===== config.mk =====
export PLATFORM = sky130hd
export DESIGN_NAME = tbe_queue
export DESIGN_NICKNAME = d
export VERILOG_FILES = /design/src/hdl/tbe_queue.sv
export SDC_FILE = /design/constraint.sdc
export NUM_CORES = 1
export LEC_CHECK = 0
export BUFFER_PORTS_ARGS = -buffer_cell sky130_fd_sc_hd__buf_2
export CAP_MARGIN = 20
export CORE_UTILIZATION = 50
export DETAILED_ROUTE_END_ITERATION = 12
export PLACE_DENSITY_LB_ADDON = 0.3
export RECOVER_POWER = 100
export SLEW_MARGIN = 40
export SYNTH_ARGS = -nofsm -noshare
export SYNTH_HDL_FRONTEND = slang
export SYNTH_SLANG_ARGS = --single-unit

===== constraint.sdc =====
create_clock -name clk -period 3.9 [get_ports clk]
set_input_delay 0.585 -clock clk [delete_from_list [all_inputs] [get_ports clk]]
set_output_delay 0.585 -clock clk [all_outputs]
set_load 0.005 [all_outputs]

===== src/hdl/tbe_queue.sv =====
// Short first-in first-out queue of classified bins between front and back.
// Generic width and depth; no package use.
`default_nettype none
module tbe_queue #(
	parameter int WIDTH = 8,
	parameter int DEPTH = 4
) (
	input  wire logic             clk,
	input  wire logic             arst_n,
	input  wire logic             wr,
	input  wire logic [WIDTH-1:0] wdata,
	output logic                  full,
	input  wire logic             rd,
	output logic [WIDTH-1:0]      rdata,
	output logic                  valid
);

	localparam int AW = $clog2(DEPTH);
	localparam int CW = $clog2(DEPTH + 1);

	logic [WIDTH-1:0] mem_q [DEPTH];
	logic [AW-1:0]    wp_q, rp_q;
	logic [CW-1:0]    cnt_q;

	assign full  = cnt_q == CW'(DEPTH);
	assign valid = cnt_q != '0;
	assign rdata = mem_q[rp_q];

	always_ff @(posedge clk) begin
		if (wr) begin
			mem_q[wp_q] <= wdata;
		end
	end

	always_ff @(posedge clk or negedge arst_n) begin
		if (!arst_n) begin
			wp_q  <= '0;
			rp_q  <= '0;
			cnt_q <= '0;
		end else begin
			if (wr) begin
				wp_q <= (wp_q == AW'(DEPTH - 1)) ? '0 : wp_q + AW'(1);
			end
			if (rd) begin
				rp_q <= (rp_q == AW'(DEPTH - 1)) ? '0 : rp_q + AW'(1);
			end
			cnt_q <= cnt_q + CW'(wr) - CW'(rd);
		end
	end

endmodule
`default_nettype wire


# After elaboration in Yosys (flattened, before gate mapping)
# Memories as Yosys holds them, arrays and structs flattened.
# Index checks and enable logic that the tools add are counted.
[word_totals] ff_bits=7 ramBits=32 in_bits=12 output_inout_bits=10 word_cells=16 memories=1
[op_classes] n_addsub=4 n_eq_ne=3 muxes=4 n_reduce_logical=1
[memory_table] name="mem_q" depth=4 word_bits=8 read_ports=1 rd_clocked_by_memory_dff=0 wr=1 line_no="21" source="logic [WIDTH-1:0] mem_q [DEPTH];"
[ops] op="2-bit by 1-bit adder with 2-bit output (second input constant)" n=2
[ops] op="2-bit equality test (second input constant)" n=2
[ops] op="2-bit two-way mux" n=2
[ops] op="3-bit by 1-bit adder with 3-bit output" n=1
[ops] op="3-bit equality test (second input constant)" n=1
[ops] op="3-bit nonzero test" n=1
[ops] op="3-bit by 1-bit subtractor with 3-bit output" n=1
[ops] op="1-bit two-way mux" n=2

# Longest topological paths before layout
# Gate-level depths: netlist of the first run.
[depth] ltp_word=2 mapped_depth=7

# Worst setup path after synthesis of the first run
# Ideal clock, no wire load.
[synth_timing] kind="in2reg" startpoint="input rd" endpoint="register cnt_q[2]" setup_ps=123 t_arrival_ps=1679 required_time_ps=3777 setup_slack_ps=2099 cell_stages=6 path_buffers=0 path_cell_list="ha_1 inv_1 ha_1 fa_1 xor2_1 xnor2_1"
[synth_between] elab_chain_len=1
[synth_rtl] element="start: declaration" line_no="13" source="input wire logic rd,"
[synth_rtl] element="3-bit by 1-bit subtractor with 3-bit output" line_no="47" source="cnt_q <= cnt_q + CW'(wr) - CW'(rd);"
[synth_rtl] element="end signal: assignment" line_no="47"
[synth_rtl] element="end: declaration" line_no="23" source="logic [CW-1:0] cnt_q;"
# No other way between the ends.
# A chain may end at the register's enable or synchronous reset.

# Final worst setup path of the first run
[layout_timing] startpoint="register rp_q[0]" endpoint="output rdata[2]"
[layout_between] elab_chain_len=1
[layout_rtl] element="start: declaration" line_no="22" source="logic [AW-1:0] wp_q, rp_q;"
[layout_rtl] element="start signal: assignment" line_no="45" source="rp_q <= (rp_q == AW'(DEPTH - 1)) ? '0 : rp_q + AW'(1);"
[layout_rtl] element="memory 4 x 8 bit"
[layout_rtl] element="end: declaration" line_no="14" source="output logic [WIDTH-1:0] rdata,"
# No other way between the ends.

==> metrics.md, run 1 <==
| Metric | Value |
|---|---|
| Outcome | `finished with violations` |
| Failing checks | `design-rule violations` |
| Power density over the cells | `696 nW/um2` |
| Synth async-reset ratio | `17.9%` |
| Drt initial violations | `30` |
| DP Area | `1690 um2` |
| Worst R2R Start | `cnt_q[0]$_DFF_PN0_` |
| Maximum Capacitance Violations | `0` |
| First-pass GRT wire length | `3660 um` |
| Slew HR | `55.0%` |
| Clock Latency Late Sink | `0.34 ns` |
| Cells after synthesis | `78` |
| CP max stage delay | `about 0.73 ns` |
| Syn nets | `slightly below 100` |
| Post-synthesis sequential element count | `39` |
| CTS Buffer Depth | `2` |
| Vias per inst | `about 5.5` |
| Core area | `2850 um2` |
| # nets final | `124` |
| CTS Buf Count | `5` |
| Post-route cell area | `1770 um2` |
| RSZ-0062 raised after global routing | `false` |
| Synth Flop Type | `edfxtp_1` |
| Die Area | `between 3000 and 4000 um2` |
| Slowest cell on crit path | `dfrtp_1` |
| Pre-antenna DRT Iters | `8` |
| H-Tree Depth | `2` |
| Leakage | `roughly 0.65 nW` |
| Gpl congestion | `about 0.66` |
| Clk root buf | `clkbuf_4` |
| WL/cell | `16.9 um` |
| GRT Util Overall | `between 15 and 20%` |
| Tmin final | `2.38 ns` |
| Routed wire length | `2290 um` |
| Fmax | `0.421 GHz` |
| Dominant cell by count in the synthesized netlist | `edfxtp_1` |
| Number of routed nets with antenna violations | `0` |
| Crit start category | `flip-flop` |
| Worst slew pin tran | `roughly 0.68 ns` |
| Post-synth EDFFs | `32` |
| Layout cells sized above 1 | `25.7%` |
| Largest cells by area after synthesis | `edfxtp_1 61%, mux4_2 12%, dfrtp_1 11%` |
| Post-route setup TNS | `0 ns` |
| Crit path max fanout | `11` |
| CTS clk-pin slew, worst paths | `0.12 ns` |
| Seq/Total Area, Yosys | `a little over 70%` |
| Postcts setup bufs | `0` |
| Netlist cell types | `18` |
| Slew Limit Fails | `0` |
| Total number of vias | `749` |
| Worst hold path class | `primary input to async pin` |
| Largest net degree at the start of global routing | `13` |
| IO Pins | `22` |
| Clk_skew | `0.0140 ns` |
| Area growth from synthesis to layout | `12.7%` |
| Sink Count | `39` |
| Vias in the first global route | `787` |
| Worst r2r path cells | `7` |
| Peak VDD IR | `369 uV` |
| Crit path cell chain | `mux4_2 > buf_2` |
| Number of hold buffers added after CTS | `0` |
| Crit Path Class | `flip-flop to output port` |
| Grt ovf | `0` |
| Syn Std Cell Area | `approximately 1600 um2` |
| Period Utilization, post-route | `around 60%` |
| Endpoints failing setup | `0` |
| Die span in x | `between 50 and 60 um` |
| Post-Syn Area per Cell | `20.1 um2` |
| ANT cells | `0` |
| Final hold viol count | `0` |
| Total number of yosys warnings | `0` |
| CTS tree | `done` |
| Reg2Reg Setup Slack | `2.24 ns` |
| Worst R2R End | `cnt_q[2]$_DFF_PN0_` |
| Yosys top cell by area | `edfxtp_1` |
| Required time of the critical path | `3.31 ns` |
| Input/output buffers | `21` |
| Worst Path Arrival | `around 1.8 ns` |
| Crit end category | `output port` |
| Cell row count | `19` |
| Top-area cell type share of the netlist area | `just over 60%` |
| Antenna violations before repair | `0` |
| DP HPWL | `1570 um` |
| Post-synth top cells | `32 x edfxtp_1, 8 x mux4_2, 7 x dfrtp_1, 7 x ha_1, 6 x inv_1` |
| Post-cts resize count | `0` |
| DRC | `3` |
| Initial Util | `between 50% and 60%` |
| Die H | `between 50 and 60 um` |
## cell type report
| type | count | area (um2) |
|---|---|---|
| clock inverter | 2 | 35.0 |
| timing repair buffer | 21 | 90.1 |
| multi-input combinational | 31 | 392 |
| clock buffer | 6 | 51.3 |
| fill | 214 | 1090 |
| inverter | 6 | 22.5 |
| tap | 31 | 38.8 |
| sequential | 39 | 1140 |
## cells by family (layout without fill, tap and decap cells)
| kind of cell | count (synthesis) | after routing | share of synthesized area [%] |
|---|---|---|---|
| XOR/XNOR | 2 | 2 | 1.12 |
| adder cells (fa/ha/maj) | 8 | 8 | 6.87 |
| AND/OR/NAND/NOR | 9 | 9 | 3.43 |
| flip-flops | 39 | 39 | 72.5 |
| buffers and inverters | 8 | 35 | 2.48 |
| multiplexers | 10 | 10 | 12.9 |
| AO/OA/AOI/OAI | 2 | 2 | 0.639 |
## critical path: cells and delay by family, from the launching register on
family / cells / cell delay (ns)
flip-flops: 1 / 0.73
multiplexers: 1 / 0.58
buffers and inverters: 1 / 0.14
## per-layer routing
layer	track usage [%]	wire length, um
met1	17.8	931
met2	26.9	1220
met3	4.91	87
met4	9.18	55
met5	0	0
## cell usage in the layout (no fill, tap or decap), drive strengths merged
cell	instances
xor2	1
nand2	1
clkbuf	18
dfrtp	7
and2	4
o21ai	2
xnor2	1
inv	6
buf	9
mux4	8
edfxtp	32
or3b	1
or3	1
clkinv	1
nor2	1
bufinv	1
mux2	2
ha	7
and3	1
fa	1
## where the power goes
part	leakage [nW]	total, W	internal (W)	switching [W]
Combinational	0.229	0.000322	0.000183	0.000139
Sequential	0.377	0.000627	0.000549	0.0000785
Clock	0.0482	0.000279	0.000152	0.000127
## sequential cells by signal, indices dropped and copies added (netlist names)
signal	cells
cnt_q	3
mem_q	32
rp_q	2
wp_q	2
## per-stage QoR
step	hold WS [ns]	std cells	total power, W	util, %	setup WS (ns)
final	0.122	136	0.00123	61.9	1.52
after global routing	0.147	136	0.00130	61.9	1.38
after CTS	0.0530	136	0.00125	62.4	1.46
after detailed placement	0.432	128	0.000977	59.4	1.85
after global placement	0.427	128	0.000951	59.4	1.89
after floorplan	0.289	78	0.000858	-	2.10
## worst max path at each step
stage | from | to | slack, ns | cells past startpoint
finish | rp_q[0]$_DFFE_PN0P_ | rdata[2] | 1.52 | 2
detailed placement | rp_q[0]$_DFFE_PN0P_ | rdata[4] | 1.85 | 2
floorplan | rd | cnt_q[2]$_DFF_PN0_ | 2.10 | 6
CTS | rp_q[0]$_DFFE_PN0P_ | rdata[4] | 1.46 | 2
global placement | rp_q[0]$_DFFE_PN0P_ | rdata[2] | 1.89 | 2
global route | rp_q[0]$_DFFE_PN0P_ | rdata[4] | 1.38 | 2
No activity file was read; power rests on OpenSTA's default activity.
==> run 2, diff against run 1 <==
Clock period 3.9 ns to 2.3 ns, I/O delays scaled along.
==> run 2 against run 1 <==
Against the previous run:
- the flow still finishes with violations (design-rule violations)
- clock skew unchanged
- die area unchanged
- non-clock buffer count grew 1
- wire length up 0.48%
- utilization up 0.35 points
- critical path depth unchanged
- critical endpoint unchanged
- largest cell class unchanged
==> metrics.md, run 2 (synthesis gave the netlist of run 1 again) <==
| Metric | Value |
|---|---|
| Largest net degree at the start of global routing | `13 (unchanged)` |
| Drt initial violations | `26 (-13%)` |
| Most frequent cells in the layout | `32 x edfxtp_1, 12 x clkbuf_1, 9 x buf_2` |
| Clock power share | `22.7% (about the same)` |
| Die H | `58.0 um (unchanged)` |
| Sink Count | `39 (unchanged)` |
| CTS Buffer Depth | `2 (unchanged)` |
| Tmin final | `2.14 ns` |
| Die span in x | `58.0 um (unchanged)` |
| Crit end category | `output port` |
| Power, Total | `0.00208 W (+70%)` |
| Most common cell after layout, fill and taps aside | `edfxtp_1` |
| Gr busiest metal | `met2` |
| Core area | `2850 um2 (unchanged)` |
| WHS Path Cells | `1` |
| Int Power | `0.00150 W (+70%)` |
| Number of routed nets with antenna violations | `0 (unchanged)` |
| Leakage | `0.658 nW (+0.64%)` |
| Worst R2R Start | `cnt_q[0]$_DFF_PN0_` |
| Outcome | `finished with violations` |
| Clock Latency Late Sink | `0.34 ns (about the same)` |
| Grt ovf | `0 (unchanged)` |
| Post-route setup TNS | `0 ns (unchanged)` |
| Largest register FFs | `32 (unchanged)` |
| HP Start | `wdata[7]` |
| M2 GR Usage | `27.1% (+0.16 points)` |
| DRC | `3 (unchanged)` |
| Fmax | `~0.47 GHz` |
| GRT Util Overall | `16.0% (+0.097 points)` |
| Crit start category | `flip-flop` |
| Antenna violations before repair | `0 (unchanged)` |
| Largest register by flop count | `mem_q` |
| Layout Utilization | `62.2% (+0.35 points)` |
| Total number of vias | `753 (+0.53%)` |
| Vias per inst | `5.50 (-0.20%)` |
| Seq pwr share | `51.0% (about the same)` |
| Clk root buf | `clkbuf_4` |
| ANT cells | `0 (unchanged)` |
| First-pass GRT wire length | `3680 um (+0.74%)` |
| Failing checks | `design-rule violations` |
| Post-cts resize count | `0 (unchanged)` |
| Total net switching power | `0.000586 W (+70%)` |
| Sw frac | `28.1% (about the same)` |
| Clk_skew | `0.0140 ns (unchanged)` |
| Worst hold path endpoint | `mem_q[0][7]$_DFFE_PP_` |
| Die Area | `3360 um2 (unchanged)` |
| Cell row count | `19 (unchanged)` |
| Period Utilization, post-route | `92.9%` |
| Endpoints failing setup | `0 (unchanged)` |
| Met1 Use GR | `18.0% (+0.16 points)` |
| Worst R2R End | `cnt_q[2]$_DFF_PN0_` |
| Required time of the critical path | `1.96 ns (-1.35 ns)` |
| Peak VDD IR | `627 uV (+70%)` |
| Layout cells sized above 1 | `25.5% (-0.24 points)` |
| Worst r2r path cells | `7 (unchanged)` |
| CTS clk-pin slew, worst paths | `0.12 ns (about the same)` |
| Maximum Capacitance Violations | `0 (unchanged)` |
| CTS tree | `done` |
| Final hold viol count | `0 (unchanged)` |
| Crit Path Class | `flip-flop to output port` |
| Vias in the first global route | `795 (+1.0%)` |
| Pre-antenna DRT Iters | `8 (unchanged)` |
| Routed wire length | `2300 um (+0.48%)` |
| RSZ-0062 raised after global routing | `false` |
| Gate power share | `26.3% (about the same)` |
| Worst slew pin tran | `0.675 ns (unchanged)` |
| H-Tree Depth | `2 (unchanged)` |
| WL/cell | `16.8 um (-0.25%)` |
| Biggest regs | `mem_q: 32 flops, cnt_q: 3 flops` |
| Postcts setup bufs | `0 (unchanged)` |
| Initial Util | `54.9% (unchanged)` |
| Input/output buffers | `21 (unchanged)` |
| IO Pins | `22 (unchanged)` |
| Placed cells | `128 (unchanged)` |
| Reg2Reg Setup Slack | `0.64 ns (-1.60 ns)` |
| Slew Limit Fails | `0 (unchanged)` |
| Worst Path Arrival | `1.79 ns (about the same)` |
| GRT met3 Usage | `4.91% (unchanged)` |
| CTS Buf Count | `5 (unchanged)` |
| Slew HR | `55.0% (unchanged)` |
| Worst hold path class | `primary input to flip-flop` |
| Gpl congestion | `0.661 (unchanged)` |
| Area growth from synthesis to layout | `13.3%` |
| # nets final | `125 (+0.81%)` |
| Final Non-Filler Cells | `137 (+0.74%)` |
| Crit path max fanout | `11 (unchanged)` |
| Power density over the cells | `1170 nW/um2 (+69%)` |
| DP HPWL | `1570 um (unchanged)` |
==> run 2: cell types whose count changed in the layout (fill, tap and decap cells not counted), sizes merged <==
| cell | before | now |
|---|---|---|
| dlygate4sd3 | 0 | 1 |
==> run 2: through the flow <==
| stage | setup slack [ns] | hold WS, ns | area, um2 |
|---|---|---|---|
| floorplan | 0.726 | 0.0494 | 1570 |
| global placement | 0.531 | 0.187 | 1690 |
| detailed placement | 0.491 | 0.192 | 1690 |
| CTS | 0.0994 | 0.205 | 1790 |
| global route | 0.0213 | 0.248 | 1780 |
| finish | 0.162 | 0.263 | 1780 |
==> run 2: cell type report <==
cell class / count / area (um2)
Inverter: 6 / 22.5
Clock inverter: 2 / 35.0
Sequential cell: 39 / 1140
Clock buffer: 6 / 51.3
Fill cell: 215 / 1080
Multi-Input combinational cell: 31 / 392
Timing Repair Buffer: 22 / 100
Tap cell: 31 / 38.8
==> run 2: worst max path at each step <==
stage                             start                 end  slack, ns  cells after the start
CTS                 rp_q[0]$_DFFE_PN0P_            rdata[4]        0.1                      2
floorplan            cnt_q[0]$_DFF_PN0_  cnt_q[2]$_DFF_PN0_       0.73                      7
global placement    rp_q[0]$_DFFE_PN0P_            rdata[2]       0.53                      2
finish              rp_q[0]$_DFFE_PN0P_            rdata[2]       0.16                      2
global route        rp_q[0]$_DFFE_PN0P_            rdata[4]       0.02                      2
detailed placement  rp_q[0]$_DFFE_PN0P_            rdata[4]       0.49                      2
==> run 2: per-layer routing <==
layer	share of wire, %	up-vias
li1	-	352
met1	41	377
met2	53	17
met3	3.8	7
met4	2.4	0
met5	0	-
==> run 2: critical path: stages, from the launching register on <==
cell	delay, ns
dfrtp_1	0.73
mux4_2	0.58
buf_2	0.14
==> run 2: power groups by stage <==
| stage | clock [W] | combinational (W) | sequential, W |
|---|---|---|---|
| 2_1_floorplan | 0 | 0.000464 | 0.000991 |
| 3_3_place_gp | 0 | 0.000538 | 0.00107 |
| 4_1_cts | 0.000485 | 0.000570 | 0.00107 |
| 5_1_grt | 0.000513 | 0.000610 | 0.00109 |
| 6_report | 0.000473 | 0.000548 | 0.00106 |
| 3_5_place_dp | 0 | 0.000571 | 0.00109 |
==> run 2: what timing repair did <==
action | 4_1_cts | 5_1_grt
endpoints found under the setup margin | 0 | 0
hold buffers | 1 | 0
hold endpoints to repair | 7 | 0
