File: src/hdl/tbe_pkg.sv
// Package for the triangular band energy block: band edge tables, the
// descriptor and result word types, and the total rounding and saturation.
// Depends on nothing; every other file but tbe_queue imports it.
`default_nettype none
package tbe_pkg;

	localparam int EDGE_COUNT      = 22;
	localparam int SEG_COUNT       = EDGE_COUNT - 1;
	localparam int NUM_BANDS_DEF   = 22;
	localparam int BIN_SHIFT_DEF   = 2;
	localparam int SAMPLE_BITS_DEF = 18;
	localparam int QUEUE_DEPTH_DEF = 4;
	localparam int RES_DEPTH_DEF   = 16;

	localparam int BAND_W  = 5;
	localparam int SIZE_W  = 8;
	localparam int FRAC_W  = 16;
	localparam int SUM_W   = 64;
	localparam int TOTAL_W = 45;

	// segment lengths between neighbouring band edges, before scaling
	localparam logic [4:0] SEG_LEN [SEG_COUNT] = '{
		5'd1, 5'd1, 5'd1, 5'd1, 5'd1, 5'd1, 5'd1, 5'd1,
		5'd2, 5'd2, 5'd2, 5'd2, 5'd4, 5'd4, 5'd4, 5'd6,
		5'd6, 5'd8, 5'd12, 5'd18, 5'd22
	};

	// floor(65536 / length) per segment
	localparam logic [16:0] SEG_RECIP [SEG_COUNT] = '{
		17'd65536, 17'd65536, 17'd65536, 17'd65536,
		17'd65536, 17'd65536, 17'd65536, 17'd65536,
		17'd32768, 17'd32768, 17'd32768, 17'd32768,
		17'd16384, 17'd16384, 17'd16384, 17'd10922,
		17'd10922, 17'd8192, 17'd5461, 17'd3640, 17'd2978
	};

	typedef struct packed {
		logic [SIZE_W-1:0] size;
		logic [16:0]       q;
		logic [SIZE_W-1:0] rem;
	} seg_step_t;

	// classification of one bin, handed from the front to the back
	typedef struct packed {
		logic              mode;
		logic              clr;
		logic              last;
		logic              fin;
		logic [BAND_W-1:0] seg;
		logic [FRAC_W-1:0] frac;
	} desc_t;

	typedef struct packed {
		logic [BAND_W-1:0]  band;
		logic [TOTAL_W-1:0] total;
		logic               done;
	} res_t;

	// scaled segment size and the per-bin step of floor(j * 65536 / size)
	function automatic seg_step_t seg_step(logic [BAND_W-1:0] seg, int unsigned shift);
		seg_step_t  s;
		logic [24:0] prod;
		s.size = SIZE_W'({3'b000, SEG_LEN[seg]} << shift);
		s.q    = SEG_RECIP[seg] >> shift;
		prod   = 25'(s.q) * 25'(s.size);
		s.rem  = SIZE_W'(25'h10000 - prod);
		return s;
	endfunction

	// floor of sum / 2^16 (2^15 for a doubled band), clamped to the total range
	function automatic logic [TOTAL_W-1:0] finish_total(logic [SUM_W-1:0] sum, logic dbl);
		logic signed [SUM_W-1:0] sh;
		logic [TOTAL_W-1:0]      r;
		sh = dbl ? ($signed(sum) >>> 15) : ($signed(sum) >>> 16);
		if (sh[SUM_W-1:TOTAL_W-1] == '0 || sh[SUM_W-1:TOTAL_W-1] == '1) begin
			r = sh[TOTAL_W-1:0];
		end else if (sh[SUM_W-1]) begin
			r = {1'b1, {(TOTAL_W-1){1'b0}}};
		end else begin
			r = {1'b0, {(TOTAL_W-1){1'b1}}};
		end
		return r;
	endfunction

endpackage
`default_nettype wire

File: src/hdl/tbe_back.sv
// Back end: term multiply, triangular weight split, band accumulation and
// emission of finished bands, with result queue credit. Uses tbe_pkg.
`default_nettype none
module tbe_back
	import tbe_pkg::*;
#(
	parameter int NUM_BANDS   = NUM_BANDS_DEF,
	parameter int SAMPLE_BITS = SAMPLE_BITS_DEF,
	parameter int RES_DEPTH   = RES_DEPTH_DEF
) (
	input  wire logic                          clk,
	input  wire logic                          arst_n,
	input  wire logic                          q_valid,
	input  wire desc_t                         q_desc,
	input  wire logic signed [SAMPLE_BITS-1:0] q_a_re,
	input  wire logic signed [SAMPLE_BITS-1:0] q_a_im,
	input  wire logic signed [SAMPLE_BITS-1:0] q_b_re,
	input  wire logic signed [SAMPLE_BITS-1:0] q_b_im,
	output logic                               q_pop,
	input  wire logic                          res_pop,
	output logic [1:0]                         wr_n,
	output res_t                               w0,
	output res_t                               w1
);

	localparam int PW   = 2 * SAMPLE_BITS;
	localparam int TW   = PW + 1;
	localparam int LO_W = TW / 2;
	localparam int HI_W = TW - LO_W;
	localparam int CW   = $clog2(RES_DEPTH + 1);
	localparam logic [BAND_W-1:0] TOP_BAND = BAND_W'(NUM_BANDS - 1);

	logic [CW-1:0]                 used_q;
	logic                          v_s1, v_s2, v_s3, v_s4, v_s5, ev_s6;
	desc_t                         d_s1, d_s2, d_s3, d_s4, d_s5;
	logic signed [PW-1:0]          pr_s1, pi_s1;
	logic signed [TW-1:0]          term_s2, term_s3;
	logic [LO_W+FRAC_W-1:0]        lo_s3;
	logic signed [HI_W+FRAC_W:0]   hi_s3;
	logic [SUM_W-1:0]              share_s4, t16_s4, cinc_s5, ninc_s5;
	logic [SUM_W-1:0]              cur_q, next_q, new_cur, new_next;
	logic [SUM_W-1:0]              e0_sum_s6, e1_sum_s6;
	logic [BAND_W-1:0]             e0_band_s6, e1_band_s6;
	logic [1:0]                    en_s6;

	// take a bin only when two result slots are still free
	assign q_pop = q_valid && (used_q <= CW'(RES_DEPTH - 2));

	function automatic logic is_dbl(logic [BAND_W-1:0] band);
		return (band == '0) || (band == TOP_BAND);
	endfunction

	always_ff @(posedge clk) begin
		d_s1  <= q_desc;
		pr_s1 <= q_a_re * (q_desc.mode ? q_b_re : q_a_re);
		pi_s1 <= q_a_im * (q_desc.mode ? q_b_im : q_a_im);

		d_s2    <= d_s1;
		term_s2 <= TW'(pr_s1) + TW'(pi_s1);

		d_s3    <= d_s2;
		term_s3 <= term_s2;
		lo_s3   <= term_s2[LO_W-1:0] * d_s2.frac;
		hi_s3   <= $signed(term_s2[TW-1:LO_W]) * $signed({1'b0, d_s2.frac});

		d_s4     <= d_s3;
		share_s4 <= (SUM_W'(hi_s3) << LO_W) + SUM_W'(lo_s3);
		t16_s4   <= SUM_W'(term_s3) << 16;

		// lower band gets term*65536 minus the upper share
		d_s5    <= d_s4;
		cinc_s5 <= t16_s4 - share_s4;
		ninc_s5 <= share_s4;
	end

	always_comb begin
		new_cur  = (d_s5.clr ? '0 : cur_q) + cinc_s5;
		new_next = (d_s5.clr ? '0 : next_q) + ninc_s5;
	end

	always_ff @(posedge clk) begin
		e0_sum_s6  <= new_cur;
		e1_sum_s6  <= new_next;
		e0_band_s6 <= d_s5.seg;
		e1_band_s6 <= d_s5.seg + BAND_W'(1);
	end

	always_ff @(posedge clk or negedge arst_n) begin
		if (!arst_n) begin
			v_s1   <= 1'b0;
			v_s2   <= 1'b0;
			v_s3   <= 1'b0;
			v_s4   <= 1'b0;
			v_s5   <= 1'b0;
			ev_s6  <= 1'b0;
			en_s6  <= '0;
			cur_q  <= '0;
			next_q <= '0;
			used_q <= '0;
		end else begin
			v_s1  <= q_pop;
			v_s2  <= v_s1;
			v_s3  <= v_s2;
			v_s4  <= v_s3;
			v_s5  <= v_s4;
			ev_s6 <= v_s5;
			en_s6 <= '0;
			if (v_s5) begin
				if (!d_s5.last) begin
					cur_q  <= new_cur;
					next_q <= new_next;
				end else if (d_s5.fin) begin
					// close both bands and drop the sums for the next frame
					cur_q  <= '0;
					next_q <= '0;
					en_s6  <= 2'd2;
				end else begin
					cur_q  <= new_next;
					next_q <= '0;
					en_s6  <= 2'd1;
				end
			end
			used_q <= used_q + (q_pop ? CW'(2) : '0)
				- (ev_s6 ? CW'(2) - CW'(en_s6) : '0) - CW'(res_pop);
		end
	end

	always_comb begin
		wr_n = ev_s6 ? en_s6 : '0;
		w0   = '{band: e0_band_s6, total: finish_total(e0_sum_s6, is_dbl(e0_band_s6)),
			done: 1'b0};
		w1   = '{band: e1_band_s6, total: finish_total(e1_sum_s6, is_dbl(e1_band_s6)),
			done: 1'b1};
	end

endmodule
`default_nettype wire

File: config.mk
export PLATFORM = sky130hd
export DESIGN_NAME = tbe_back
export DESIGN_NICKNAME = d
export VERILOG_FILES = /design/src/hdl/tbe_pkg.sv /design/src/hdl/tbe_back.sv
export SDC_FILE = /design/constraint.sdc
export NUM_CORES = 2
export LEC_CHECK = 0
export ABC_AREA = 1
export BUFFER_PORTS_ARGS = -buffer_cell sky130_fd_sc_hd__buf_4
export CORE_UTILIZATION = 60
export CTS_BUF_LIST = sky130_fd_sc_hd__clkbuf_16
export DETAILED_ROUTE_END_ITERATION = 10
export PLACE_DENSITY = 0.88
export SLEW_MARGIN = 10
export SYNTH_ARGS = -nofsm -noshare
export SYNTH_HDL_FRONTEND = slang
export SYNTH_SLANG_ARGS = --single-unit
File: constraint.sdc
create_clock -name clk -period 8.11 [get_ports clk]
set_input_delay 0.4055 -clock clk [delete_from_list [all_inputs] [get_ports clk]]
set_output_delay 0.4055 -clock clk [all_outputs]
set_load 0.02 [all_outputs]
# --- Yosys cells after proc, flatten, opt, wreduce, memory -nomap -nowiden ---
# Index checks and enable logic that the tools add are counted.
word_totals:
  elab_cells: 93
  out_inout_bits: 105
  input_bits: 101
  register_bits: 778
op_classes:
  n_mux: 19
  n_eq_ne: 4
  n_reduce_logical: 9
  n_mul: 4
  n_addsub: 10
  order_cmp: 1
op_table:
  columns: ["operator", "n"]
  rows:
  - ["two-way mux 64 bit", 5]
  - ["two-way mux 45 bit", 4]
  - ["adder 64 bit", 2]
  - ["two-way mux 48 bit", 2]
  - ["multiplier 18 x 36 -> 36 bit", 2]
  - ["two-way mux 36 bit", 2]
  - ["subtractor 53 x 55 -> 56 bit", 1]
  - ["adder 54 x 35 -> 55 bit", 1]
  - ["equality test 20 bit (second input constant)", 2]
  - ["zero test 20 bit", 2]
  - ["adder 36 x 36 -> 37 bit", 1]
  - ["multiplier 19 x 17 -> 36 bit", 1]
  - ["multiplier 18 x 16 -> 34 bit", 1]
  - ["equality test 5 bit (second input constant)", 2]
  - ["zero test 5 bit", 2]
  - ["two-way mux 2 bit", 5]
  - ["adder 5 x 1 -> 5 bit (second input constant)", 1]
  - ["adder 5 x 2 -> 5 bit", 1]
  - ["<= comparator 5 x 4 -> 1 bit (second input constant)", 1]
  - ["two-way mux 5 bit", 1]
  - ["subtractor 5 x 1 -> 5 bit", 1]
  - ["subtractor 5 bit", 1]
  - ["logical OR 1 bit", 4]
  - ["subtractor 2 x 2 -> 3 bit (first input constant)", 1]
  - ["logical AND 1 bit", 1]

# --- Depth between registers and ports, before layout ---
logic_depth:
  word_depth: 6
  ltp_mapped: 33
  depth_no_buf: 31

# --- Worst setup path before layout ---
# No wires, ideal clock.
synth_path:
  path_type: "input-to-reg"
  start: "in q_desc[24] (netlist name)"
  end: "reg pr_s1[23]"
  required_ps: 8038
  setup_ps: 72
  n_path_buf: 3
  arrival_time_ps: 6179
  slack_ps: 1859
  stages: 25
  cell_sequence: "clkinv_1 > clkbuf_1 > buf_1 > o21a_1 > clkbuf_1 > nand2_1 > fa_1 > inv_1 > fa_1 > inv_1 > fa_1 > inv_1 > fa_1 > fa_1 > inv_1 > fa_1 > inv_1 > ha_1 > a21o_1 > a31oi_1 > nand2_1 > a21oi_1 > o21ai_0 > a21oi_1 > xnor2_1"
synth_between:
  elab_chain_cells: 2
synth_lines:
  columns: ["element", "line", "rtl"]
  rows:
  - ["start: declaration", "tbe_back.sv:14", "input wire desc_t q_desc,"]
  - ["two-way mux 36 bit", "tbe_back.sv:55", "pr_s1 <= q_a_re * (q_desc.mode ? q_b_re : q_a_re);"]
  - ["multiplier 18 x 36 -> 36 bit", "tbe_back.sv:55", null]
  - ["end signal: assignment", "tbe_back.sv:55", null]
  - ["end: declaration", "tbe_back.sv:36", "logic signed [PW-1:0] pr_s1, pi_s1;"]
# No other way between the ends.
# A chain may end at the register's enable or synchronous reset.

# --- Worst setup path in the final report ---
layout_path:
  start: "in q_desc[24] (netlist name)"
  end: "reg pr_s1[26]"
# Same word-level chain as after synthesis.

==> impl_metrics.csv <==
group,metric,value,unit
grt,grt_pass1_vias,78500,
logic_synthesis,synth_most_common_cell,"nand2_1",
route,highest_layer,"met5",
timing,slew_headroom,16.2,%
die,die_area,144000,µm²
timing,grt_setup_unrepaired,"no",
timing,fin_crit_sh,85.4,%
clocking,post_cts_buffers,0,
place,portBuffers,203,
grt,grt_overflow,0,
critical_path,cp-start-kind,"primary input",
clocking,clock_path_buffers,3,
clocking,h-tree-depth,3,
cells_and_area,final_layout_size_suffix_gt1_share,4.56,%
route,dr.pass1.iters,9,
die,die_w,380,µm
clocking,clkTransAtPathRegs,0.06,ns
route,post_drt_wl_per_cell,20.9,µm
logic_synthesis,synth.avg_cell_area,7.50,µm²
die,coreArea,142000,µm²
timing,finalSetupViolations,0,
job,maxCapViolations,0,
place,routabilityCongestion,1.14,
route,routed-wl-met3,20500,µm
clocking,cts_sinks,739,
die,rows,138,
route,ant_nets,0,
place,place.detailed.hpwl,234000,µm
min_path,hold_class,"in2reg",
route,routed_wl,282000,µm
grt,antenna_found_initial,10,
cells_and_area,nets,13400,
cells_and_area,area_growth,7.42,%
status,outcome,"completed",
route,dr_total_vias,74200,
logic_synthesis,synthArstFlopShare,19.1,%
logic_synthesis,netlist.area_leader.share,27.9,%
timing,fin_worst_skew,0.0417,ns
clocking,cts_root_buf,"clkbuf_16",
clocking,cts_resized,0,
grt,grt_max_degree,92,
place,place_ws,0.632,ns
critical_path,cp_data_arrival_time,7.50,ns
logic_synthesis,ys_types,54,
cells_and_area,finish.instance_area,92100,µm²
die,initial_core_util,60.5,%
timing,tightest_slew,1.26,ns
route,drt_iter0_markers,5929,
cells_and_area,nFillCells,12200,
logic_synthesis,synthTopCellsByCount,"2,849 x nand2_1, 2,792 x inv_1, 1,194 x fa_1",
timing,hold_viol_final,0,
logic_synthesis,synth.net_count,13300,
route,wl_met2,135000,µm
timing,min_period,6.92,ns
timing,fin_ws,1.19,ns
critical_path,cp-end-kind,"flop",
die,pin_count,206,
cells_and_area,seq_area,15500,µm²
place,placed_cell_area,89100,µm²
cells_and_area,multi_input_area,58500,µm²
critical_path,critPathMaxFanout,44,
critical_path,crit_type,"in2reg",
critical_path,crit_required,8.69,ns
clocking,cts_tree,"built",
logic_synthesis,ys_seq_elements,739,
logic_synthesis,ys.flop_type,"dfxtp_1",
timing,fin_tns_setup,0,ns
grt,grt_pass1_wl,436000,µm
logic_synthesis,synth-edff-count,0,
logic_synthesis,yosys_warnings,0,
die,die_h,380,µm
route,wl_met1,99400,µm
timing,clock.fmax,0.144,GHz
clocking,cts_hold_buffers,25,
logic_synthesis,yosysTopAreaCell,"fa_1",
route,drc,0,
clocking,numCtsBuffers,81,
logic_synthesis,mappedNetlistArea,85800,µm²
logic_synthesis,syn_inst,11400,
logic_synthesis,seq_area_frac_synth,18.1,%
timing,drv_slew,0,
clocking,clk_latency,0.73,ns
route,routed_via_density,5.50,
logic_synthesis,synthTopCellsByArea,"fa_1 28%, dfxtp_1 14%, nand2_1 12%",
grt,grt_use_total,39.5,%
==> layer usage <==
| metal | track usage, % | vias to the layer above |
|---|---|---|
| li1 | - | 34100 |
| met1 | 43.8 | 35300 |
| met2 | 67.7 | 3619 |
| met3 | 5.74 | 1168 |
| met4 | 32.4 | 4 |
| met5 | 0 | - |
==> metrics by stage <==
step	hold slack [ns]	utilization [%]	std cells
after floorplan	0.110	-	11400
after global placement	0.310	62.9	13300
after detailed placement	0.312	62.9	13300
after CTS	0.000551	65.0	13500
after global routing	0.0444	65.0	13500
final	0.0301	65.0	13500
==> cells by family (layout without fill, tap and decap cells) <==
family          after synthesis  count (layout)  share of synthesized area [%]
mux                          88              88                           1.03
fa+ha+maj                  1803            1803                           36.8
buf+inv                    3113            3273                           13.7
compound gates              939             939                           6.65
simple gates               4442            4442                           20.6
other cells                   2              10                        0.00876
flops                       739             739                           18.1
xor+xnor                    308             308                           3.14
==> placed cells by master, fill, tap and decap left out, drive strengths merged, types with 57 or more instances in the layout <==
| cell type | n |
|---|---|
| nor3 | 73 |
| ha | 609 |
| fa | 1194 |
| nor2 | 1015 |
| dfrtp | 141 |
| clkbuf | 83 |
| xor2 | 227 |
| nand2 | 2851 |
| a21oi | 353 |
| a31oi | 57 |
| nand3 | 309 |
| dfxtp | 598 |
| mux2i | 88 |
| xnor2 | 81 |
| buf | 284 |
| and2 | 65 |
| o21ai | 314 |
| inv | 2815 |
==> path summary, 6_finish.rpt <==
check / start / end / slack (ns) / depth (start not counted)
setup / recovery: q_desc[24] / pr_s1[26] / 1.19 / 26
hold / removal: q_valid / v_s1 / 0.03 / 3
setup reg to reg: d_s2[7] / hi_s3[35] / 1.21 / 19
hold reg to reg: term_s3[32] / t16_s4[48] / 0.29 / 0
max in group asynchronous: arst_n / next_q[15] / 6.32 / 3
min in group asynchronous: arst_n / cur_q[18] / 0.37 / 2
==> flip-flops by register name, summed over array words and instances, names as in the netlist, 24 cells and up <==
signal and flops:
e0_sum_s6 49, t16_s4 37, share_s4 55, d_s1 24
ninc_s5 55, pi_s1 36, pr_s1 36, e1_sum_s6 49
d_s2 24, cinc_s5 55, cur_q 64, lo_s3 34
term_s2 37, hi_s3 36, term_s3 37, next_q 64
==> worst max-delay path: stages <==
cell and delay (ns):
buf_4 0.11, inv_2 0.58, buf_4 0.49, o21a_1 0.41, clkinv_1 0.41, nor2_1 0.26
fa_1 0.47, fa_1 0.49, ha_1 0.30, inv_1 0.06, fa_1 0.50, inv_1 0.06
fa_1 0.64, inv_1 0.09, fa_1 0.50, inv_1 0.05, ha_1 0.35, a21oi_1 0.22
nor2_1 0.06, nor2_1 0.13, o21bai_1 0.08, a21oi_1 0.31, o21ai_0 0.21, nand2_1 0.10
nand2_1 0.06, xor2_1 0.14
==> cell type report <==
cell class	count	area share (%)
inverters	2814	11.5
multi-input cells	7582	63.5
flip-flops and latches	739	16.8
clock buffers	83	2.25
well taps	1890	2.57
repair buffers	309	2.60
clock inverters	67	0.735
diodes	8	0.0217
Power is not shown: default switching activity piles up to over one toggle a cycle in this logic, so the estimate is an artifact.
