===== src/hdl/tbe_pkg.sv =====
// Package for the triangular band energy block: band edge tables, the
// descriptor and result word types, and the total rounding and saturation.
// Depends on nothing; every other file but tbe_queue imports it.
`default_nettype none
package tbe_pkg;

	localparam int EDGE_COUNT      = 22;
	localparam int SEG_COUNT       = EDGE_COUNT - 1;
	localparam int NUM_BANDS_DEF   = 22;
	localparam int BIN_SHIFT_DEF   = 2;
	localparam int SAMPLE_BITS_DEF = 18;
	localparam int QUEUE_DEPTH_DEF = 4;
	localparam int RES_DEPTH_DEF   = 16;

	localparam int BAND_W  = 5;
	localparam int SIZE_W  = 8;
	localparam int FRAC_W  = 16;
	localparam int SUM_W   = 64;
	localparam int TOTAL_W = 45;

	// segment lengths between neighbouring band edges, before scaling
	localparam logic [4:0] SEG_LEN [SEG_COUNT] = '{
		5'd1, 5'd1, 5'd1, 5'd1, 5'd1, 5'd1, 5'd1, 5'd1,
		5'd2, 5'd2, 5'd2, 5'd2, 5'd4, 5'd4, 5'd4, 5'd6,
		5'd6, 5'd8, 5'd12, 5'd18, 5'd22
	};

	// floor(65536 / length) per segment
	localparam logic [16:0] SEG_RECIP [SEG_COUNT] = '{
		17'd65536, 17'd65536, 17'd65536, 17'd65536,
		17'd65536, 17'd65536, 17'd65536, 17'd65536,
		17'd32768, 17'd32768, 17'd32768, 17'd32768,
		17'd16384, 17'd16384, 17'd16384, 17'd10922,
		17'd10922, 17'd8192, 17'd5461, 17'd3640, 17'd2978
	};

	typedef struct packed {
		logic [SIZE_W-1:0] size;
		logic [16:0]       q;
		logic [SIZE_W-1:0] rem;
	} seg_step_t;

	// classification of one bin, handed from the front to the back
	typedef struct packed {
		logic              mode;
		logic              clr;
		logic              last;
		logic              fin;
		logic [BAND_W-1:0] seg;
		logic [FRAC_W-1:0] frac;
	} desc_t;

	typedef struct packed {
		logic [BAND_W-1:0]  band;
		logic [TOTAL_W-1:0] total;
		logic               done;
	} res_t;

	// scaled segment size and the per-bin step of floor(j * 65536 / size)
	function automatic seg_step_t seg_step(logic [BAND_W-1:0] seg, int unsigned shift);
		seg_step_t  s;
		logic [24:0] prod;
		s.size = SIZE_W'({3'b000, SEG_LEN[seg]} << shift);
		s.q    = SEG_RECIP[seg] >> shift;
		prod   = 25'(s.q) * 25'(s.size);
		s.rem  = SIZE_W'(25'h10000 - prod);
		return s;
	endfunction

	// floor of sum / 2^16 (2^15 for a doubled band), clamped to the total range
	function automatic logic [TOTAL_W-1:0] finish_total(logic [SUM_W-1:0] sum, logic dbl);
		logic signed [SUM_W-1:0] sh;
		logic [TOTAL_W-1:0]      r;
		sh = dbl ? ($signed(sum) >>> 15) : ($signed(sum) >>> 16);
		if (sh[SUM_W-1:TOTAL_W-1] == '0 || sh[SUM_W-1:TOTAL_W-1] == '1) begin
			r = sh[TOTAL_W-1:0];
		end else if (sh[SUM_W-1]) begin
			r = {1'b1, {(TOTAL_W-1){1'b0}}};
		end else begin
			r = {1'b0, {(TOTAL_W-1){1'b1}}};
		end
		return r;
	endfunction

endpackage
`default_nettype wire


===== src/hdl/tbe_front.sv =====
// Front end: tracks bin position inside the band segments and classifies
// each accepted bin (segment, weight, segment end, frame end). Uses tbe_pkg.
`default_nettype none
module tbe_front
	import tbe_pkg::*;
#(
	parameter int NUM_BANDS = NUM_BANDS_DEF,
	parameter int BIN_SHIFT = BIN_SHIFT_DEF
) (
	input  wire logic  clk,
	input  wire logic  arst_n,
	input  wire logic  take,
	input  wire logic  mode,
	input  wire logic  frame_start,
	output desc_t      desc
);

	localparam int ACTIVE = (NUM_BANDS < EDGE_COUNT) ? NUM_BANDS : EDGE_COUNT;
	localparam logic [BAND_W-1:0] LAST_SEG = BAND_W'(ACTIVE - 2);

	logic [BAND_W-1:0] seg_q, seg_c;
	logic [SIZE_W-1:0] off_q, off_c, rem_q, rem_c, rem_nx;
	logic [FRAC_W-1:0] frac_q, frac_c;
	seg_step_t         st;
	logic              last, fin, wrap;
	logic [SIZE_W:0]   rem_sum;
	logic [16:0]       frac_sum;

	always_comb begin
		seg_c    = frame_start ? '0 : seg_q;
		off_c    = frame_start ? '0 : off_q;
		rem_c    = frame_start ? '0 : rem_q;
		frac_c   = frame_start ? '0 : frac_q;
		st       = seg_step(seg_c, BIN_SHIFT);
		last     = ({1'b0, off_c} + 9'd1) == {1'b0, st.size};
		fin      = last && (seg_c == LAST_SEG);
		rem_sum  = {1'b0, rem_c} + {1'b0, st.rem};
		wrap     = rem_sum >= {1'b0, st.size};
		rem_nx   = wrap ? SIZE_W'(rem_sum - {1'b0, st.size}) : rem_sum[SIZE_W-1:0];
		frac_sum = 17'(frac_c) + st.q + 17'(wrap);
		desc     = '{mode: mode, clr: frame_start, last: last, fin: fin,
			seg: seg_c, frac: frac_c};
	end

	always_ff @(posedge clk or negedge arst_n) begin
		if (!arst_n) begin
			seg_q  <= '0;
			off_q  <= '0;
			rem_q  <= '0;
			frac_q <= '0;
		end else if (take) begin
			if (last) begin
				// next segment, or back to bin 0 after the last one
				seg_q  <= fin ? '0 : seg_c + BAND_W'(1);
				off_q  <= '0;
				rem_q  <= '0;
				frac_q <= '0;
			end else begin
				seg_q  <= seg_c;
				off_q  <= off_c + SIZE_W'(1);
				rem_q  <= rem_nx;
				frac_q <= frac_sum[FRAC_W-1:0];
			end
		end
	end

endmodule
`default_nettype wire


===== config.mk =====
export PLATFORM = sky130hd
export DESIGN_NAME = tbe_front
export DESIGN_NICKNAME = d
export VERILOG_FILES = /design/src/hdl/tbe_pkg.sv /design/src/hdl/tbe_front.sv
export SDC_FILE = /design/constraint.sdc
export NUM_CORES = 1
export LEC_CHECK = 0
export BUFFER_PORTS_ARGS = -buffer_cell sky130_fd_sc_hd__buf_2
export CAP_MARGIN = 15
export CORE_AREA = 3 3 86 88
export CTS_BUF_LIST = sky130_fd_sc_hd__clkbuf_16
export CTS_CLUSTER_SIZE = 12
export DETAILED_ROUTE_END_ITERATION = 16
export DIE_AREA = 0 0 89 91
export PLACE_DENSITY = 0.79
export SETUP_SLACK_MARGIN = 0.1
export SYNTH_ARGS = -nofsm -noshare
export SYNTH_HDL_FRONTEND = slang
export SYNTH_SLANG_ARGS = --single-unit

===== constraint.sdc =====
create_clock -name clk -period 7.85 [get_ports clk]
set_input_delay 0.3925 -clock clk [delete_from_list [all_inputs] [get_ports clk]]
set_output_delay 0.3925 -clock clk [all_outputs]
set_load 0.02 [all_outputs]

== Yosys cells after proc, flatten, opt, wreduce, memory -nomap -nowiden ==
Memory sizes are Yosys's and may differ from the RTL's.
Index checks and enable logic that the tools add are counted.

* Memories: 2
* Output and inout bits: 25
* ROM bits: 704
* Register bits after elaboration: 37
* Input bits: 5

{| class="wikitable"
|+ Memory list
! name !! words !! width !! rd ports !! clocked after memory_dff !! write ports !! RTL line !! source
|-
| (no name shown) || 32 || 17 || 1 || 0 || 0 || tbe_pkg.sv:64 || <nowiki>s.q = SEG_RECIP[seg] >> shift;</nowiki>
|-
| (no name shown) || 32 || 5 || 1 || 0 || 0 || tbe_pkg.sv:63 || <nowiki>s.size = SIZE_W'({3'b000, SEG_LEN[seg]} << shift);</nowiki>
|}

* Multiply operators: 1
* Add/sub/neg operators: 8
* Muxes and demuxes: 14
* $lt $le $gt $ge: 2
* Equality and inequality tests: 2
* Bitwise logic cells: 1
* Reductions and logical operators: 1

{| class="wikitable"
|+ Operators with widths
! operator !! count
|-
| 8-bit two-way mux || 5
|-
| 17-bit two-way mux || 2
|-
| 16-bit two-way mux || 2
|-
| 5-bit two-way mux || 5
|-
| 16-bit by 1-bit adder with 16-bit output || 1
|-
| 16-bit by 15-bit adder with 16-bit output || 1
|-
| 15-bit by 5-bit multiplier with 6-bit output || 1
|-
| 8-bit by 1-bit adder with 9-bit output (second input constant) || 1
|-
| 8-bit by 8-bit adder with 9-bit output || 1
|-
| 9-bit by 7-bit == test with 1-bit output || 1
|-
| 9-bit by 7-bit greater-or-equal comparator with 1-bit output || 1
|-
| 8-bit by 1-bit adder with 8-bit output (second input constant) || 1
|-
| 1-bit by 8-bit subtractor with 8-bit output (first input constant) || 1
|-
| 8-bit by 7-bit subtractor with 8-bit output || 1
|-
| 6-bit greater-or-equal comparator (second input constant) || 1
|-
| 5-bit NOT with 6-bit output || 1
|-
| 5-bit by 1-bit adder with 5-bit output (second input constant) || 1
|-
| 5-bit == test (second input constant) || 1
|-
| 1-bit logical AND || 1
|}

== Logic depth before layout (Yosys ltp) ==
Gate-level depths: netlist of the first run.

* Word-level depth: 11
* Mapped depth: 38

== Worst setup path after synthesis of the first run ==
No wires, ideal clock.

* Path type: in2reg
* Start: in frame_start
* End: reg frac_q[14]
* Setup time: 0.095 ns
* Data arrival time: 7.456 ns
* Stages: 33
* Slack: 0.298 ns
* Cell sequence: buf_6 -> inv_1 -> buf_2 -> nand2_1 -> inv_1 -> ha_1 -> inv_1 -> ha_1 -> nor2_1 -> fa_1 -> fa_1 -> fa_1 -> ha_1 -> xnor2_1 -> nor4b_1 -> xnor2_1 -> xnor2_1 -> xnor2_1 -> xnor2_1 -> ha_1 -> o211a_1 -> a2111oi_4 -> o211ai_2 -> nor2_4 -> fa_1 -> inv_1 -> fa_1 -> a211oi_1 -> nor2_1 -> nor4_1 -> o41a_1 -> o21ai_0 -> o32ai_2

{| class="wikitable"
|+ RTL lines
! what !! RTL line !! source
|-
| start: declaration || tbe_front.sv:14 || <nowiki>input wire logic frame_start,</nowiki>
|-
| end signal: assignment || tbe_front.sv:62 || <nowiki>frac_q <= frac_sum[FRAC_W-1:0];</nowiki>
|-
| end: declaration || tbe_front.sv:23 || <nowiki>logic [FRAC_W-1:0] frac_q, frac_c;</nowiki>
|}

== Final worst setup path of the first run ==
* Start: reg seg_q[0]
* End: reg frac_q[12]

* Word-level cells in the longest chain between the ends: 11
* Elaborated cells on any way between the ends: 16
* Classes of those cells: 4 x add/sub; 1 x mul; 1 x order compare; 1 x eq/ne; 6 x mux; 1 x bitwise; 2 x memory

{| class="wikitable"
|+ RTL lines
! what !! RTL line !! source
|-
| start: declaration || tbe_front.sv:21 || <nowiki>logic [BAND_W-1:0] seg_q, seg_c;</nowiki>
|-
| start signal: assignment || tbe_front.sv:54 || <nowiki>seg_q <= fin ? '0 : seg_c + BAND_W'(1);</nowiki>
|-
| start signal: assignment || tbe_front.sv:59 || <nowiki>seg_q <= seg_c;</nowiki>
|-
| 5-bit two-way mux (*) || tbe_front.sv:30 || <nowiki>seg_c = frame_start ? '0 : seg_q;</nowiki>
|-
| 5-bit NOT with 6-bit output (implied by the code) (*) || tbe_pkg.sv:63, tbe_pkg.sv:64 ||
|-
| memory 32 x 17 bit / memory 32 x 5 bit (equally long branches) || -- ||
|-
| 17-bit two-way mux (implied by the code) / 5-bit two-way mux (equally long branches) (2 in series) || tbe_pkg.sv:64, tbe_pkg.sv:63 ||
|-
| 15-bit by 5-bit multiplier with 6-bit output || tbe_pkg.sv:65 || <nowiki>prod = 25'(s.q) * 25'(s.size);</nowiki>
|-
| 1-bit by 8-bit subtractor with 8-bit output || tbe_pkg.sv:66 || <nowiki>s.rem = SIZE_W'(25'h10000 - prod);</nowiki>
|-
| 8-bit by 8-bit adder with 9-bit output || tbe_front.sv:37 || <nowiki>rem_sum = {1'b0, rem_c} + {1'b0, st.rem};</nowiki>
|-
| 9-bit by 7-bit greater-or-equal comparator with 1-bit output || tbe_front.sv:38 || <nowiki>wrap = rem_sum >= {1'b0, st.size};</nowiki>
|-
| 16-bit by 1-bit adder with 16-bit output || tbe_front.sv:40 || <nowiki>frac_sum = 17'(frac_c) + st.q + 17'(wrap);</nowiki>
|-
| 16-bit two-way mux (*) || tbe_front.sv:52 || <nowiki>if (last) begin</nowiki>
|}

Every way passes the cells marked *; elsewhere a longest branch is shown, timed or not. The select of a mux whose other input is x is not followed.
A chain may end at the register's enable or synchronous reset.

==> results.yml, run 1 <==
worst_setup_path:
  crit_buf_inv: 4
  cp-startpoint: "seg_q[0]"
  crit_required_ns: 7.99
  crit_path_top_delay_cell: "fa_1"
  critPathKind: "reg -> reg"
  worstPathMaxFanout: 5
  timing.rr.start: "seg_q[0]"
  critPathLaunchType: "flip-flop"
  crit_path_end_kind: "flip-flop"
  worstPathArrival_ns: 7.63
  slowest_delay_ns: 0.54
  cp_top_family: "adder cells"
  crit_path_frequent_cell: "xnor2_1"
floorplan:
  core_mm2: 0.00672
  start_util: 0.606
  die_x_um: 89
  die-area_mm2: 0.00810
  die_h_um: 91
  rows: 30
  ios: 30
clocking:
  clk_path_buf_depth: 2
  cts_max_level: 2
  cts.root.buffer_cell: "clkbuf_16"
  cts_tree: "built"
  clock_latency_ns: 0.28
  cts_buffers: 5
  clk_pin_slew_ns: 0.06
  clock-sinks: 37
  ctsHoldBuffers: 0
place:
  io_buffers: 27
  dpl_cell_area_mm2: 0.00425
  place_hpwl_mm: 7.11
  pre_cts_slack_ns: -0.114
  dpl.cell_count: 561
  gp_congestion: 0.914
finish:
  fill_cells: 542
  synthToLayoutAreaGrowth_pct: 12.7
  post-route-util: 0.683
  final-instance-count-excl-fill: 583
  n_antenna_cell: 0
  fin_nets: 557
  drive_gt1_frac: 0.191
  stdcell_area_mm2: 0.00459
synthesis:
  netlist.area_leader.share: 0.227
  syn_area_mm2: 0.00407
  synth_seq_cells: 37
  postSynthAreaPerCell_um2: 8.79
  ys_seq_area_frac: 0.227
  synthTopCellsByArea: "dfrtp_1 23%, ha_1 13%, xnor2_1 5.8%, fa_1 4.4%, nor2b_1 4.1%"
  ys.flop_type: "dfrtp_1"
  synth-edff-count: 0
  synth.largest_area_cell: "dfrtp_1"
  synth_warnings: 0
  syn-instance-count: 463
  synthDistinctLibCells: 68
  async_reset_ff_frac: 1.00
sta:
  setup_violations: 0
  fmax_mhz: 134
  worstMarginPinSlew_ns: 0.866
  setup_ws_ns: 0.368
  finalClockSkew_ns: 0.00440
  fin_crit_ns: 7.48
  slew_headroom: 0.423
  fin_crit_sh: 0.953
  finalHoldViolations: 0
  slew_violations: 0
detailed_routing:
  ant_nets: 0
  routedWlPerCell_um: 17.7
  num_vias: 3623
  wl_mm: 10.3
  drc_errors: 0
  route.detailed.vias_per_inst: 6.21
  dr.first_iter.drc_count: 241
  first_pass_iters: 5
pwr:
  totalPowerFinal_uw: 828
  ir_drop_uv: 119
  leakage_nw: 2.11
  p_per_area_mw_per_mm2: 180
grt:
  track_usage: 0.256
  use_met3: 0.0408
  antenna_found_initial: 0
  busiest_layer: "met2"
  grt_pass1_wl_mm: 16.6
  grt_max_degree: 41
  met2_usage: 0.402
  use_met1: 0.362
  grt_overflow_total: 0
  grt_pass1_vias: 3428
run_status:
  outcome: "finished, final reports clean"
run:
  drv_cap: 0
min_path:
  hold_class: "in -> async"
[through the flow]
stage | hold WS, ns | setup TNS, ns
floorplan | 0.0969 | 0
global placement | 0.453 | 0
detailed placement | 0.461 | -0.388
CTS | 0.247 | 0
global route | 0.280 | -0.00357
finish | 0.221 | 0
[path summary, 6_finish.rpt]
kind | to | slack [ns] | cells past startpoint
max in group asynchronous | seg_q[4] | 7.03 | 1
setup / recovery | frac_q[12] | 0.37 | 32
hold / removal | frac_q[3] | 0.22 | 1
min in group clk | frac_q[11] | 0.47 | 1
hold reg to reg | frac_q[11] | 0.47 | 1
setup reg to reg | frac_q[12] | 0.37 | 32
[cell families after synthesis]
group	synth area share
DFF	0.227
and+or+nand+nor	0.204
other	0.00184
AOI/OAI and AO/OA	0.236
muxes	0.0175
xor gates and xnor gates	0.0796
adders and majority gates	0.173
buffers and inverters	0.0608
[timing repair]
item                       4_1_cts  5_1_grt
setup endpoints to repair        4        9
resized for setup                2       22
pin swaps                        0       15
buffers inserted                 0       14
[cell usage after synthesis, drive strengths merged (6+ instances only)]
cell type and number:
inv 31, clkbuf 7, nand3 6, o32ai 6, a21o 6, nand4 6, fa 9, ha 41
nor2b 28, mux2i 6, dfrtp 37, xor2 10, nor3 8, nor2 37, xnor2 27, nand2b 8
o21ai 21, buf 15, a21oi 20, nand2 33, o31ai 7, o2bb2ai 18, o21a 8, and3 6
[registers in the layout, summed over array words and instances, names as in the netlist]
register and cells:
seg_q 5, rem_q 8, frac_q 16, off_q 8
[cells in the final DEF, fill, tap and decap left out, types with 3 or more instances in the layout]
cell and n:
inv_2 3, dfrtp_2 3, nand2_1 32, nor2_1 32, a211oi_1 4, clkbuf_16 5
ha_1 38, buf_2 27, nor2b_1 27, dfrtp_1 34, nand3_1 6, nand2b_1 6
nand3b_1 4, and3_1 6, a31oi_1 5, fa_1 7, o2bb2ai_1 18, xor2_1 10
mux2i_1 6, o32ai_1 5, nor3_1 8, nand4_1 4, o21a_1 8, inv_1 29
a21oi_1 19, conb_1 7, o21ai_0 19, a21o_1 6, nor4_1 3, buf_4 22
a32o_1 3, nor2_2 3, xnor2_1 27, o31ai_1 6, and2_1 5
[where the power goes]
part	switching, mW	internal [mW]	total [mW]
Combinational	0.208	0.174	0.382
Sequential	0.0275	0.222	0.250
Clock	0.0800	0.115	0.195
[cell type report]
cell class | count | area, µm² | area share
clock buffer | 5 | 125 | 0.0273
inverter | 31 | 116 | 0.0254
clock inverter | 3 | 13.8 | 0.00300
tap | 80 | 100 | 0.0218
sequential | 37 | 930 | 0.203
timing repair buffer | 49 | 300 | 0.0655
multi-input combinational | 378 | 3000 | 0.654
[routing by layer]
metal / vias to the layer above / wire, µm
li1: 1733 / -
met1: 1748 / 4540
met2: 125 / 5040
met3: 17 / 584
met4: 0 / 167
met5: - / 0
(Power assumes the default switching activity.)
==> run 2, diff against run 1 <==
==> config.mk (replaced) <==
export PLATFORM = sky130hd
export DESIGN_NAME = tbe_front
export DESIGN_NICKNAME = d
export VERILOG_FILES = /design/src/hdl/tbe_pkg.sv /design/src/hdl/tbe_front.sv
export SDC_FILE = /design/constraint.sdc
export NUM_CORES = 1
export LEC_CHECK = 0
export CAP_MARGIN = 15
export CORE_AREA = 3 3 88 90
export CTS_BUF_LIST = sky130_fd_sc_hd__clkbuf_16
export CTS_CLUSTER_SIZE = 12
export DETAILED_ROUTE_END_ITERATION = 16
export DIE_AREA = 0 0 91 93
export DONT_BUFFER_PORTS = 1
export PLACE_DENSITY = 0.75
export SETUP_SLACK_MARGIN = 0.1
export SYNTH_ARGS = -nofsm -noshare
export SYNTH_HDL_FRONTEND = slang
export SYNTH_SLANG_ARGS = --single-unit
==> constraint.sdc (replaced) <==
create_clock -name clk -period 6.6 [get_ports clk]
set_input_delay 0.33 -clock clk [delete_from_list [all_inputs] [get_ports clk]]
set_output_delay 0.33 -clock clk [all_outputs]
set_load 0.02 [all_outputs]
==> run 2 against run 1 <==
Maximum frequency is 8.4% higher. Core utilization grew 2.5 points. Count of clock-buffer cells in the layout unchanged. Critical path type unchanged. Global-route usage hardly changed. The run now ends with negative setup slack left. Power increased by 22%. Sequential share of layout area is 1.8 points lower.
==> results.yml, run 2 (synthesis gave the netlist of run 1 again) <==
worst_setup_path:
  critPathLaunchType: "flip-flop"
  crit_path_end_kind: "flip-flop"
  reg2regPathDepth: 34
  crit_path_frequent_cell: "xnor2_1"
  timing.rr.start: "seg_q[1]"
  worstPathMaxFanout: 3
  crit_required_ns: 6.75
  critPathKind: "reg -> reg"
  reg2reg_to: "frac_q[8]"
  reg2reg_slack_ns: -0.30
  slowest_delay_ns: 0.54
  crit_path_top_delay_cell: "fa_1"
  worstPathArrival_ns: 7.06
sta:
  fin_setup_tns_ns: -1.76
  setup_ws_ns: -0.302
  slew_violations: 0
  slew_headroom: 0.394
  fin_crit_sh: 1.05
  rsz0062_at_grt: "true"
  finalHoldViolations: 0
  fin_crit_ns: 6.90
  fmax_mhz: 145
  worstMarginPinSlew_ns: 0.906
  finalClockSkew_ns: 0.00532
  setup_violations: 9
clocking:
  clock_latency_ns: 0.28
  cts_tree: "built"
  cts.root.buffer_cell: "clkbuf_16"
  clk_pin_slew_ns: 0.06
  clk_path_buf_depth: 2
  cts_max_level: 2
  cts_buffers: 5
  clock-sinks: 37
finish:
  mostFrequentLayoutCells: "54 x buf_4, 33 x dfrtp_1, 32 x ha_1"
  drive_gt1_frac: 0.265
  n_antenna_cell: 0
  largest_reg_flops: 16
  layout_commonest_cell: "buf_4"
  synthToLayoutAreaGrowth_pct: 24.0
  top_register: "frac_q"
  reg.largest.list: "frac_q: 16 flops, off_q: 8 flops, rem_q: 8 flops"
  fin_nets: 568
place:
  io_buffers: 0
  place_hpwl_mm: 7.67
  gp_congestion: 0.911
detailed_routing:
  wl_mm: 10.8
  drc_errors: 0
  dr.first_iter.drc_count: 214
  route.detailed.vias_per_inst: 5.94
  ant_nets: 0
  first_pass_iters: 4
  num_vias: 3639
  routedWlPerCell_um: 17.6
floorplan:
  ios: 30
  die_x_um: 91
  core_mm2: 0.00714
  rows: 31
  die-area_mm2: 0.00846
  start_util: 0.570
  die_h_um: 93
grt:
  grt_pass1_wl_mm: 17.7
  grt_overflow_total: 0
  track_usage: 0.256
  grt_max_degree: 41
  antenna_found_initial: 0
  grt_pass1_vias: 3651
pwr:
  leakage_nw: 2.20
  totalPowerFinal_mw: 1.01
  p_per_area_mw_per_mm2: 199
  ir_drop_uv: 134
min_path:
  hold_class: "in -> reg"
  holdPathEnd: "off_q[7]"
  min_from: "frame_start"
  hold_depth: 1
run:
  drv_cap: 0
run_status:
  violations: "negative setup slack"
  outcome: "complete, but fails checks"
run 2: changes by cell type in the layout (fill, tap and decap cells not counted), moves of 3 or more:
cell	before	now
buf_2	27	0
buf_4	22	54
buf_6	0	4
ha_1	38	32
ha_4	2	6
inv_1	29	26
nand2_1	32	28
run 2: metal layers:
metal,vias up,global-route usage,part of all wire
li1,1764,-,-
met5,-,0,0
met1,1744,0.323,0.43
met3,24,0.0475,0.055
met2,107,0.434,0.49
met4,0,0.101,0.022
run 2: layout make-up:
cell class / instances / area (µm²)
Multi-Input combinational cell: 378 / 3240
Inverter: 31 / 139
Fill cell: 540 / 2090
Clock inverter: 3 / 13.8
Clock buffer: 5 / 125
Timing Repair Buffer: 60 / 480
Sequential cell: 37 / 931
Tap cell: 99 / 124
run 2: worst max-delay path: cells and delay by family, from the launching register on:
family | cells | cell delay (ns)
fa+ha+maj | 8 | 2.43
compound gates | 8 | 1.52
simple gates | 8 | 1.19
xor+xnor | 6 | 0.91
flops | 1 | 0.41
buf+inv | 4 | 0.28
run 2: report_power, final:
group / switching (mW) / internal (mW)
sequential: 0.0320 / 0.264
combinational: 0.255 / 0.220
clock: 0.0974 / 0.137
run 2: worst max path at each step:
| stage | to | slack, ns | startpoint |
|---|---|---|---|
| CTS | frac_q[8] | -0.26 | seg_q[1] |
| floorplan | frac_q[8] | 0.04 | frame_start |
| finish | frac_q[8] | -0.30 | seg_q[1] |
| global placement | frac_q[12] | -0.1 | seg_q[1] |
| global route | frac_q[8] | -0.65 | seg_q[1] |
| detailed placement | frac_q[8] | -0.31 | seg_q[1] |
run 2: what timing repair did:
action | 4_1_cts | 5_1_grt
setup endpoints to repair | 11 | 13
endpoints found under the hold margin | 37 | 0
hold buffers | 2 | 0
setup buffers | 4 | 5
pin swaps | 5 | 9
gates resized for setup | 15 | 26
run 2: per-stage QoR:
step | setup WS [ns] | hold WS [ns] | utilization | cells | instance area [µm²]
floorplan | 0.0399 | 0.0344 | - | 468 | 4300
global placement | -0.0990 | 0.0355 | 0.650 | 594 | 4640
detailed placement | -0.308 | 0.0357 | 0.650 | 594 | 4640
CTS | -0.263 | 0.121 | 0.686 | 608 | 4900
global route | -0.652 | 0.127 | 0.707 | 613 | 5050
finish | -0.302 | 0.131 | 0.707 | 613 | 5050
